[src/rtl/rse_pkg.sv]
`timescale 1ns / 1ps
`default_nettype none

package rse_pkg;

  localparam int unsigned CfgIdxW  = 1;
  localparam int unsigned CfgDataW = 16;

  localparam logic [CfgIdxW-1:0] REG_DEBOUNCE   = 1'b0;
  localparam logic [CfgIdxW-1:0] REG_LONG_PRESS = 1'b1;

  localparam logic [15:0] DEBOUNCE_RESET   = 16'd70;
  localparam logic [15:0] LONG_PRESS_RESET = 16'd600;
  localparam logic [15:0] COUNT_MAX        = 16'hffff;

  // bit i set when transition code i is a legal quadrature step
  localparam logic [15:0] VALID_CODES = 16'h6996;
  localparam logic [7:0]  HIST_CW     = 8'h2b;
  localparam logic [7:0]  HIST_CCW    = 8'h17;

  localparam logic [1:0] ROT_NONE  = 2'd0;
  localparam logic [1:0] ROT_CW    = 2'd1;
  localparam logic [1:0] ROT_CCW   = 2'd2;

  localparam logic [1:0] PRESS_NONE  = 2'd0;
  localparam logic [1:0] PRESS_SHORT = 2'd1;
  localparam logic [1:0] PRESS_LONG  = 2'd2;

  localparam logic [1:0] SET_ON    = 2'd0;
  localparam logic [1:0] SET_OFF   = 2'd1;
  localparam logic [1:0] SET_PULSE = 2'd2;

  localparam logic [9:0] ON_RESET    = 10'd50;
  localparam logic [9:0] OFF_RESET   = 10'd80;
  localparam logic [6:0] PULSE_RESET = 7'd4;

  localparam logic [10:0] ON_MAX    = 11'd999;
  localparam logic [10:0] OFF_MAX   = 11'd999;
  localparam logic [10:0] PULSE_MAX = 11'd99;

  typedef struct packed {
    logic [1:0] rot;
    logic [1:0] press;
  } ev_t;

endpackage

`default_nettype wire

[src/rtl/rse_if.sv]
`timescale 1ns / 1ps
`default_nettype none

interface rse_in_if;
  logic valid;
  logic ready;
  logic enc_clk_level;
  logic enc_dt_level;
  logic button_level;

  modport source (output valid, output enc_clk_level, output enc_dt_level,
                  output button_level, input ready);
  modport sink (input valid, input enc_clk_level, input enc_dt_level,
                input button_level, output ready);
endinterface

interface rse_out_if;
  logic       valid;
  logic       ready;
  logic [9:0] on_duration;
  logic [9:0] off_duration;
  logic [6:0] pulse_count;
  logic [1:0] selected_setting;
  logic [1:0] digit_index;
  logic [1:0] rotation_event;
  logic [1:0] press_event;

  modport source (output valid, output on_duration, output off_duration,
                  output pulse_count, output selected_setting, output digit_index,
                  output rotation_event, output press_event, input ready);
  modport sink (input valid, input on_duration, input off_duration,
                input pulse_count, input selected_setting, input digit_index,
                input rotation_event, input press_event, output ready);
endinterface

`default_nettype wire

[src/rtl/rse_front.sv]
`timescale 1ns / 1ps
`default_nettype none

module rse_front (
  input  logic                            clk_i,
  input  logic                            rst_ni,
  input  logic                            cfg_we_i,
  input  logic [rse_pkg::CfgIdxW-1:0]     cfg_idx_i,
  input  logic [rse_pkg::CfgDataW-1:0]    cfg_wdata_i,
  rse_in_if.sink                          in_i,
  input  logic                            q_full_i,
  output logic                            push_o,
  output rse_pkg::ev_t                    ev_o
);
  import rse_pkg::*;

  logic [15:0] debounce_q, long_q;
  logic [3:0]  code_q, code_d;
  logic [7:0]  hist_q, hist_d;
  logic        btn_q, btn_d;
  logic [15:0] edge_ms_q, edge_ms_d;
  logic [15:0] press_ms_q, press_ms_d;
  logic [15:0] edge_inc, press_inc;
  logic        counted;

  assign in_i.ready = !q_full_i;
  assign push_o     = in_i.valid && !q_full_i;

  assign edge_inc  = (edge_ms_q == COUNT_MAX) ? edge_ms_q : edge_ms_q + 16'd1;
  assign press_inc = (press_ms_q == COUNT_MAX) ? press_ms_q : press_ms_q + 16'd1;
  assign counted   = edge_inc > debounce_q;

  always_comb begin
    code_d     = {code_q[1:0], ~in_i.enc_dt_level, ~in_i.enc_clk_level};
    hist_d     = hist_q;
    btn_d      = in_i.button_level;
    edge_ms_d  = edge_inc;
    press_ms_d = press_inc;
    ev_o.rot   = ROT_NONE;
    ev_o.press = PRESS_NONE;
    if (VALID_CODES[code_d]) begin
      hist_d = {hist_q[3:0], code_d};
      if (hist_d == HIST_CW) begin
        ev_o.rot = ROT_CW;
      end else if (hist_d == HIST_CCW) begin
        ev_o.rot = ROT_CCW;
      end
    end
    if (in_i.button_level != btn_q) begin
      if (counted) begin
        if (in_i.button_level) begin
          ev_o.press = (press_inc > long_q) ? PRESS_LONG : PRESS_SHORT;
        end else begin
          press_ms_d = '0;
        end
      end
      edge_ms_d = '0;
    end
  end

  always_ff @(posedge clk_i or negedge rst_ni) begin
    if (!rst_ni) begin
      debounce_q <= DEBOUNCE_RESET;
      long_q     <= LONG_PRESS_RESET;
    end else if (cfg_we_i) begin
      case (cfg_idx_i)
        REG_DEBOUNCE:   debounce_q <= cfg_wdata_i;
        REG_LONG_PRESS: long_q     <= cfg_wdata_i;
        default: ;
      endcase
    end
  end

  always_ff @(posedge clk_i or negedge rst_ni) begin
    if (!rst_ni) begin
      code_q     <= '0;
      hist_q     <= '0;
      btn_q      <= 1'b1;
      edge_ms_q  <= '0;
      press_ms_q <= '0;
    end else if (push_o) begin
      code_q     <= code_d;
      hist_q     <= hist_d;
      btn_q      <= btn_d;
      edge_ms_q  <= edge_ms_d;
      press_ms_q <= press_ms_d;
    end
  end

endmodule

`default_nettype wire

[src/rtl/rse_fifo.sv]
`timescale 1ns / 1ps
`default_nettype none

module rse_fifo #(
  parameter int unsigned Depth = 2
) (
  input  logic          clk_i,
  input  logic          rst_ni,
  input  logic          push_i,
  input  rse_pkg::ev_t  ev_i,
  input  logic          pop_i,
  output rse_pkg::ev_t  ev_o,
  output logic          empty_o,
  output logic          full_o
);
  import rse_pkg::*;

  localparam int unsigned PtrW = (Depth > 1) ? $clog2(Depth) : 1;
  localparam int unsigned CntW = $clog2(Depth + 1);
  localparam logic [PtrW-1:0] LastPtr = PtrW'(Depth - 1);
  localparam logic [CntW-1:0] FullCnt = CntW'(Depth);

  ev_t            mem_q [Depth];
  logic [PtrW-1:0] wr_q, rd_q;
  logic [CntW-1:0] cnt_q;

  assign empty_o = (cnt_q == '0);
  assign full_o  = (cnt_q == FullCnt);
  assign ev_o    = mem_q[rd_q];

  always_ff @(posedge clk_i) begin
    if (push_i) begin
      mem_q[wr_q] <= ev_i;
    end
  end

  always_ff @(posedge clk_i or negedge rst_ni) begin
    if (!rst_ni) begin
      wr_q  <= '0;
      rd_q  <= '0;
      cnt_q <= '0;
    end else begin
      if (push_i) begin
        wr_q <= (wr_q == LastPtr) ? '0 : wr_q + PtrW'(1);
      end
      if (pop_i) begin
        rd_q <= (rd_q == LastPtr) ? '0 : rd_q + PtrW'(1);
      end
      if (push_i && !pop_i) begin
        cnt_q <= cnt_q + CntW'(1);
      end else if (pop_i && !push_i) begin
        cnt_q <= cnt_q - CntW'(1);
      end
    end
  end

endmodule

`default_nettype wire

[src/rtl/rse_back.sv]
`timescale 1ns / 1ps
`default_nettype none

module rse_back (
  input  logic          clk_i,
  input  logic          rst_ni,
  input  logic          q_empty_i,
  input  rse_pkg::ev_t  ev_i,
  output logic          pop_o,
  rse_out_if.source     out_o
);
  import rse_pkg::*;

  logic [9:0]  on_q, on_d;
  logic [9:0]  off_q, off_d;
  logic [6:0]  pulse_q, pulse_d;
  logic [1:0]  set_q, set_d;
  logic [1:0]  dig_q, dig_d;
  logic        ovalid_q;
  logic [10:0] weight, cur, vmax, sum, adj;
  logic        up;

  assign pop_o = !q_empty_i && (!ovalid_q || out_o.ready);
  assign up    = (ev_i.rot == ROT_CW);

  always_comb begin
    case (dig_q)
      2'd0:    weight = 11'd1;
      2'd1:    weight = 11'd10;
      2'd2:    weight = 11'd100;
      default: weight = 11'd1000;
    endcase
    case (set_q)
      SET_ON:    begin cur = {1'b0, on_q};     vmax = ON_MAX;    end
      SET_OFF:   begin cur = {1'b0, off_q};    vmax = OFF_MAX;   end
      SET_PULSE: begin cur = {4'b0, pulse_q};  vmax = PULSE_MAX; end
      default:   begin cur = '0;               vmax = '0;        end
    endcase
    sum = cur + weight;
    if (up) begin
      adj = (sum > vmax) ? vmax : sum;
    end else begin
      adj = (cur < weight) ? '0 : cur - weight;
    end
  end

  always_comb begin
    on_d    = on_q;
    off_d   = off_q;
    pulse_d = pulse_q;
    set_d   = set_q;
    dig_d   = dig_q;
    if (ev_i.rot != ROT_NONE) begin
      case (set_q)
        SET_ON:    on_d    = adj[9:0];
        SET_OFF:   off_d   = adj[9:0];
        SET_PULSE: pulse_d = adj[6:0];
        default: ;
      endcase
    end
    case (ev_i.press)
      PRESS_LONG: begin
        set_d = (set_q == SET_ON) ? SET_OFF : ((set_q == SET_OFF) ? SET_PULSE : SET_ON);
        dig_d = '0;
      end
      PRESS_SHORT: begin
        if (set_q == SET_PULSE) begin
          dig_d = {1'b0, ~dig_q[0]};
        end else begin
          case (dig_q)
            2'd0:    dig_d = 2'd1;
            2'd1:    dig_d = 2'd2;
            2'd2:    dig_d = 2'd0;
            default: dig_d = 2'd1;
          endcase
        end
      end
      default: ;
    endcase
  end

  always_ff @(posedge clk_i or negedge rst_ni) begin
    if (!rst_ni) begin
      on_q     <= ON_RESET;
      off_q    <= OFF_RESET;
      pulse_q  <= PULSE_RESET;
      set_q    <= SET_ON;
      dig_q    <= '0;
      ovalid_q <= 1'b0;
    end else begin
      if (pop_o) begin
        on_q    <= on_d;
        off_q   <= off_d;
        pulse_q <= pulse_d;
        set_q   <= set_d;
        dig_q   <= dig_d;
      end
      if (pop_o) begin
        ovalid_q <= 1'b1;
      end else if (out_o.ready) begin
        ovalid_q <= 1'b0;
      end
    end
  end

  // result word register
  always_ff @(posedge clk_i) begin
    if (pop_o) begin
      out_o.on_duration      <= on_d;
      out_o.off_duration     <= off_d;
      out_o.pulse_count      <= pulse_d;
      out_o.selected_setting <= set_d;
      out_o.digit_index      <= dig_d;
      out_o.rotation_event   <= ev_i.rot;
      out_o.press_event      <= ev_i.press;
    end
  end

  assign out_o.valid = ovalid_q;

endmodule

`default_nettype wire

[src/rtl/rotary_encoder_setting_editor.sv]
`timescale 1ns / 1ps
`default_nettype none

// Setting editor for a rotary encoder with push button, fed one pin sample per
// millisecond tick. It takes one sample word per clock cycle unless the event
// queue is full, and returns one result word per sample, in order. The front
// end decodes encoder steps and debounces the button, the back end applies
// steps and presses to the on time, off time and pulse count settings; a small
// event queue of QueueDepth entries sits between them. With an idle output the
// event enters the queue when its sample is accepted and moves into the output
// register in the following cycle, where the result becomes valid. While the
// output is held, up to QueueDepth further samples are taken before the input
// stalls. The user must see that debounce_ms (index 0) and long_press_ms
// (index 1) are written through the cfg port only while no sample is in
// flight; the block itself does not enforce this.
module rotary_encoder_setting_editor #(
  parameter int unsigned QueueDepth = 2
) (
  input  logic                          clk_i,
  input  logic                          rst_ni,
  input  logic                          cfg_we_i,
  input  logic [rse_pkg::CfgIdxW-1:0]   cfg_idx_i,
  input  logic [rse_pkg::CfgDataW-1:0]  cfg_wdata_i,
  rse_in_if.sink                        in_i,
  rse_out_if.source                     out_o
);
  import rse_pkg::*;

  logic push, pop, q_empty, q_full;
  ev_t  ev_in, ev_out;

  rse_front u_front (
    .clk_i       (clk_i),
    .rst_ni      (rst_ni),
    .cfg_we_i    (cfg_we_i),
    .cfg_idx_i   (cfg_idx_i),
    .cfg_wdata_i (cfg_wdata_i),
    .in_i        (in_i),
    .q_full_i    (q_full),
    .push_o      (push),
    .ev_o        (ev_in)
  );

  rse_fifo #(
    .Depth (QueueDepth)
  ) u_fifo (
    .clk_i   (clk_i),
    .rst_ni  (rst_ni),
    .push_i  (push),
    .ev_i    (ev_in),
    .pop_i   (pop),
    .ev_o    (ev_out),
    .empty_o (q_empty),
    .full_o  (q_full)
  );

  rse_back u_back (
    .clk_i     (clk_i),
    .rst_ni    (rst_ni),
    .q_empty_i (q_empty),
    .ev_i      (ev_out),
    .pop_o     (pop),
    .out_o     (out_o)
  );

endmodule

`default_nettype wire

[src/flat_wrapper.sv]
// flat-port wrapper written by rule: the top's interface ports become plain ports
module rotary_encoder_setting_editor_flat import rse_pkg::*;
#(
  parameter int unsigned QueueDepth = 2
)
  (clk_i, rst_ni, cfg_we_i, cfg_idx_i, cfg_wdata_i, in_i_valid, in_i_enc_clk_level, in_i_enc_dt_level, in_i_button_level, in_i_ready, out_o_valid, out_o_on_duration, out_o_off_duration, out_o_pulse_count, out_o_selected_setting, out_o_digit_index, out_o_rotation_event, out_o_press_event, out_o_ready);
  rse_in_if in_i_i ();
  rse_out_if out_o_i ();
  input  logic clk_i;
  input  logic rst_ni;
  input  logic cfg_we_i;
  input  logic [rse_pkg::CfgIdxW-1:0] cfg_idx_i;
  input  logic [rse_pkg::CfgDataW-1:0] cfg_wdata_i;
  input wire logic [$bits(in_i_i.valid)-1:0] in_i_valid;
  input wire logic [$bits(in_i_i.enc_clk_level)-1:0] in_i_enc_clk_level;
  input wire logic [$bits(in_i_i.enc_dt_level)-1:0] in_i_enc_dt_level;
  input wire logic [$bits(in_i_i.button_level)-1:0] in_i_button_level;
  output wire logic [$bits(in_i_i.ready)-1:0] in_i_ready;
  output wire logic [$bits(out_o_i.valid)-1:0] out_o_valid;
  output wire logic [$bits(out_o_i.on_duration)-1:0] out_o_on_duration;
  output wire logic [$bits(out_o_i.off_duration)-1:0] out_o_off_duration;
  output wire logic [$bits(out_o_i.pulse_count)-1:0] out_o_pulse_count;
  output wire logic [$bits(out_o_i.selected_setting)-1:0] out_o_selected_setting;
  output wire logic [$bits(out_o_i.digit_index)-1:0] out_o_digit_index;
  output wire logic [$bits(out_o_i.rotation_event)-1:0] out_o_rotation_event;
  output wire logic [$bits(out_o_i.press_event)-1:0] out_o_press_event;
  input wire logic [$bits(out_o_i.ready)-1:0] out_o_ready;
  assign in_i_i.valid = in_i_valid;
  assign in_i_i.enc_clk_level = in_i_enc_clk_level;
  assign in_i_i.enc_dt_level = in_i_enc_dt_level;
  assign in_i_i.button_level = in_i_button_level;
  assign in_i_ready = in_i_i.ready;
  assign out_o_valid = out_o_i.valid;
  assign out_o_on_duration = out_o_i.on_duration;
  assign out_o_off_duration = out_o_i.off_duration;
  assign out_o_pulse_count = out_o_i.pulse_count;
  assign out_o_selected_setting = out_o_i.selected_setting;
  assign out_o_digit_index = out_o_i.digit_index;
  assign out_o_rotation_event = out_o_i.rotation_event;
  assign out_o_press_event = out_o_i.press_event;
  assign out_o_i.ready = out_o_ready;
  rotary_encoder_setting_editor #(.QueueDepth(QueueDepth)) u_core (.clk_i(clk_i), .rst_ni(rst_ni), .cfg_we_i(cfg_we_i), .cfg_idx_i(cfg_idx_i), .cfg_wdata_i(cfg_wdata_i), .in_i(in_i_i), .out_o(out_o_i));
endmodule
[config.mk]
export PLATFORM = sky130hd
export DESIGN_NAME = rotary_encoder_setting_editor_flat
export DESIGN_NICKNAME = d
export VERILOG_FILES = /design/src/rtl/rse_pkg.sv /design/src/rtl/rse_if.sv /design/src/rtl/rse_front.sv /design/src/rtl/rse_fifo.sv /design/src/rtl/rse_back.sv /design/src/rtl/rotary_encoder_setting_editor.sv /design/src/flat_wrapper.sv
export SDC_FILE = /design/constraint.sdc
export NUM_CORES = 1
export LEC_CHECK = 0
export ABC_AREA = 1
export BUFFER_PORTS_ARGS = -buffer_cell sky130_fd_sc_hd__buf_2
export CAP_MARGIN = 20
export CORE_MARGIN = 1
export CORE_UTILIZATION = 56
export CTS_CLUSTER_SIZE = 14
export DETAILED_ROUTE_END_ITERATION = 16
export PLACE_DENSITY = 0.8
export SLEW_MARGIN = 30
export SYNTH_ARGS = -nofsm -noshare
export SYNTH_HDL_FRONTEND = slang
export SYNTH_SLANG_ARGS = --single-unit
[constraint.sdc]
create_clock -name clk_i -period 3.8 [get_ports clk_i]
set_clock_uncertainty 0.2 [all_clocks]
set_input_delay 0.57 -clock clk_i [delete_from_list [all_inputs] [get_ports clk_i]]
set_output_delay 0.57 -clock clk_i [all_outputs]
set_load 0.005 [all_outputs]
==> results.py <==
metrics = {
    "run_status": {
        "run_status": "finished, violations left",
        "violated_checks": "setup timing",
    },
    "finish": {
        "drive_above_1_share_pct": 26.29,
        "ant_diodes": 0,
        "final_common_cell": "nand2_1",
        "areaGrowthSynthToFinish_pct": 26.61,
        "layout.cell_area.non_filler_sq_mm": 0.01162,
        "layout.cells.most_common_list": "250 x nand2_1, 202 x inv_1, 97 x buf_4",
        "final_nets": 1415,
        "finalCoreUtilization_pct": 72.88,
    },
    "power": {
        "total_leakage_power_nw": 5.887,
        "vdd.ir_drop.worst_mv": 0.4899,
        "power-per-cell-area_mw_per_mm2": 972.6,
    },
    "setup_path": {
        "critPathSlowestCell": "dfrtp_2",
        "timing.setup.critical_path_class": "register to register",
        "path_delay_family": "simple AND/OR/NAND/NOR gates",
        "worst_r2r_startpoint": "u_core.u_back.set_q[0]",
        "path_buf_inv": 5,
        "crit_fanout": 5,
        "critPathLaunchType": "register",
        "max_stage_delay_ns": 0.46,
        "critPathArrivalTime_ns": 4.47,
        "critical_path.startpoint": "u_core.u_back.set_q[0]",
        "cp_data_required_time_ns": 3.96,
        "end_kind": "register",
        "critical_path.most_common_cell": "nand2_2",
    },
    "global_routing": {
        "grt_use_met2_pct": 52.78,
        "via_count_of_the_first_global_routing_pass": 8100,
        "met1_usage_pct": 34.63,
        "grt_antenna_before_repair": 1,
        "groute.usage.overall_pct": 30.58,
        "busiest_layer_in_global_routing": "met2",
        "grt_pass1_wl_um": 39080,
        "grt_start_max_net_pins": 68,
        "gr-usage-met3_pct": 7.339,
        "grt_overflow": 0,
    },
    "yosys": {
        "synthesis.area_sq_mm": 0.009178,
        "synth_enable_flop_cells": 43,
        "synthArstFlopShare_pct": 71.33,
        "synth_seq_cells": 150,
        "largest_family_of_logic_cells_by_synthesized_area": "simple AND/OR/NAND/NOR gates",
        "postSynthNetCount": 1257,
        "synth.area.mux_share_pct": 0.1091,
        "cell_type_contributing_the_most_total_cell_area_after_synthesis": "dfrtp_1",
        "synth_xor_xnor_area_share_pct": 2.195,
        "post_synth.cell_area_avg_sq_um": 7.884,
        "post_synth_and_or_nand_nor_area_fraction_pct": 24.49,
        "synth_compound_gate_area_share_pct": 10.63,
        "synth_top_cells_by_area": "dfrtp_1 25%, edfxtp_1 14%, nand2_1 11%",
        "synthCells": 1164,
        "ys_warn_count": 0,
        "ys_types": 48,
        "synth_top_flop_cell": "dfrtp_1",
        "adder_cell_fraction_of_synth_area_pct": 9.434,
        "synth_top_cell_area_share_pct": 25.36,
        "synth_seq_area_share_pct": 43.44,
    },
    "sta": {
        "grt_setup_unrepaired": "true",
        "pin_slew_with_the_least_headroom_to_its_limit_ns": 0.9661,
        "timing.final.setup_violations": 54,
        "post-route-worst-setup-slack_ns": -0.5157,
        "post-route-period-util_pct": 113.6,
        "timing.slew.headroom_pct": 35.53,
        "final_hold_violation_count": 0,
        "achievable-frequency_mhz": 231.7,
        "layout_min_cycle_time_ns": 4.316,
        "final-max-slew-violation-count": 0,
    },
    "routing": {
        "viasPerCell": 5.545,
        "drt-initial-drc-count": 817,
        "detail_route.wl_per_cell_um": 16.66,
        "detailroute.via_count": 8600,
        "drc": 0,
        "drt_pre_antenna_iters": 5,
        "wl_um": 25850,
        "antenna_left": 0,
    },
    "die": {
        "rows": 46,
        "area_of_the_core_region_sq_mm": 0.01594,
        "floorplan.die.width_um": 130.0,
        "initial_core_util_pct": 57.57,
        "io_pins": 62,
        "die_height_um": 130.0,
        "fp.dieArea_sq_mm": 0.01690,
    },
    "clock_network": {
        "tritoncts_clock_tree": "built",
        "clkLatencyLatePin_ns": 0.43,
        "cts_max_level": 4,
        "cts_made_buffers": 17,
        "clkTransAtPathRegs_ns": 0.07,
        "numClockSinks": 150,
        "cts_root_buffer": "clkbuf_16",
        "worst_case_clock_buffer_depth": 2,
    },
    "min_path": {
        "min-delay-path-class": "input port to asynchronous set/reset pin",
    },
    "placement": {
        "post_dp_cell_area_sq_mm": 0.01036,
        "io_buffers": 61,
        "place.detailed.hpwl_um": 17770,
        "gp_congestion": 1.016,
    },
    "job": {
        "maxCapViolCount": 0,
    },
}
[cell type report]
cell class                      instances  area, sq um
Multi-Input combinational cell        778         4880
Fill cell                            1141         4323
Sequential cell                       150         3989
Timing Repair Buffer                  162         1094
Inverter                              213        809.5
Clock buffer                           18        429.2
Tap cell                              216        270.3
Clock inverter                         14        148.9
[state kept, by name, summed over array words and instances (netlist names), 2 cells and up]
signal / cells
u_core.u_back.dig_q: 2
u_core.u_back.out_o.digit_index: 2
u_core.u_back.out_o.off_duration: 10
u_core.u_fifo.cnt_q: 2
u_core.u_back.out_o.selected_setting: 2
u_core.u_back.pulse_q: 7
u_core.u_front.hist_q: 4
u_core.u_back.out_o.rotation_event: 2
u_core.u_front.code_q: 2
u_core.u_back.out_o.on_duration: 10
u_core.u_front.edge_ms_q: 16
u_core.u_back.set_q: 2
u_core.u_fifo.mem_q: 8
u_core.u_back.off_q: 10
u_core.u_back.on_q: 10
u_core.u_front.press_ms_q: 16
u_core.u_back.out_o.pulse_count: 7
u_core.u_front.long_q: 16
u_core.u_back.out_o.press_event: 2
u_core.u_front.debounce_q: 16
[report_power, final]
group	leakage (nW)	switching, mW	internal, mW
logic	3.86	4.27	2.60
registers	1.76	0.327	2.42
clock network	0.265	0.714	0.972
[worst register-to-register path, delay by kind of cell, from the launching register on]
family,cells,cell delay [ns]
AOI/OAI and AO/OA,5,0.73
adders and majority gates,2,0.60
buffers and inverters,5,0.59
DFF,1,0.46
and+or+nand+nor,18,1.69
[per-layer routing]
metal	share of wire, %	routed length, um
met4	5.4	1394
met5	0.031	8
met2	49	12640
met1	38	9901
met3	7.4	1904
[path summary, 6_finish.rpt]
kind / slack [ns] / end / depth (start not counted)
setup / recovery: -0.52 / u_core.u_back.on_q[9] / 30
hold / removal: 0.0003 / u_core.u_back.off_q[2] / 1
setup reg to reg: -0.52 / u_core.u_back.on_q[9] / 30
hold reg to reg: 0.27 / u_core.u_back.off_q[6] / 2
max in group asynchronous: 2.48 / u_core.u_back.on_q[4] / 2
min in group clk_i: 0.15 / u_core.u_back.out_o.valid / 2
[stage by stage]
step / setup WS (ns) / std cells / hold WS, ns / setup TNS [ns] / total power [mW]
final: -0.5157 / 1551 / 0.0002677 / -22.57 / 11.30
after global routing: -0.7071 / 1551 / 0.06019 / -32.71 / 12.07
after CTS: -0.3134 / 1540 / 0.03023 / -13.24 / 10.39
after detailed placement: -0.4867 / 1502 / 0.2609 / -21.92 / 8.447
after global placement: -0.4486 / 1502 / 0.2549 / -20.79 / 8.313
after floorplan: -0.05880 / 1164 / 0.07441 / -0.7643 / 6.321
[synth_stat cells, types with 3 or more instances]
| library cell | number |
|---|---|
| a211oi_1 | 3 |
| a21o_1 | 3 |
| a21oi_1 | 28 |
| a221oi_1 | 3 |
| a31oi_1 | 3 |
| buf_2 | 4 |
| clkbuf_1 | 17 |
| dfrtp_1 | 93 |
| dfstp_2 | 14 |
| edfxtp_1 | 43 |
| ha_1 | 66 |
| inv_1 | 207 |
| inv_2 | 4 |
| nand2_1 | 271 |
| nand2_2 | 8 |
| nand3_1 | 94 |
| nand3b_1 | 3 |
| nand4_1 | 11 |
| nor2_1 | 77 |
| nor3_1 | 18 |
| o21ai_0 | 90 |
| o21ai_1 | 12 |
| o221ai_1 | 3 |
| o22ai_1 | 16 |
| or2_2 | 19 |
| xor2_1 | 21 |
[kinds of logic after synthesis]
| kind of cell | after synthesis |
|---|---|
| buffers and inverters | 236 |
| and+or+nand+nor | 512 |
| muxes | 1 |
| AOI/OAI and AO/OA | 174 |
| DFF | 150 |
| xor gates and xnor gates | 23 |
| adders and majority gates | 68 |
[what timing repair did]
action,4_1_cts,5_1_grt
gates resized for setup,31,87
hold buffers,0,0
setup endpoints to repair,58,74
pin swaps,9,43
buffers inserted,6,11
Power figures use the tool's default switching activity.
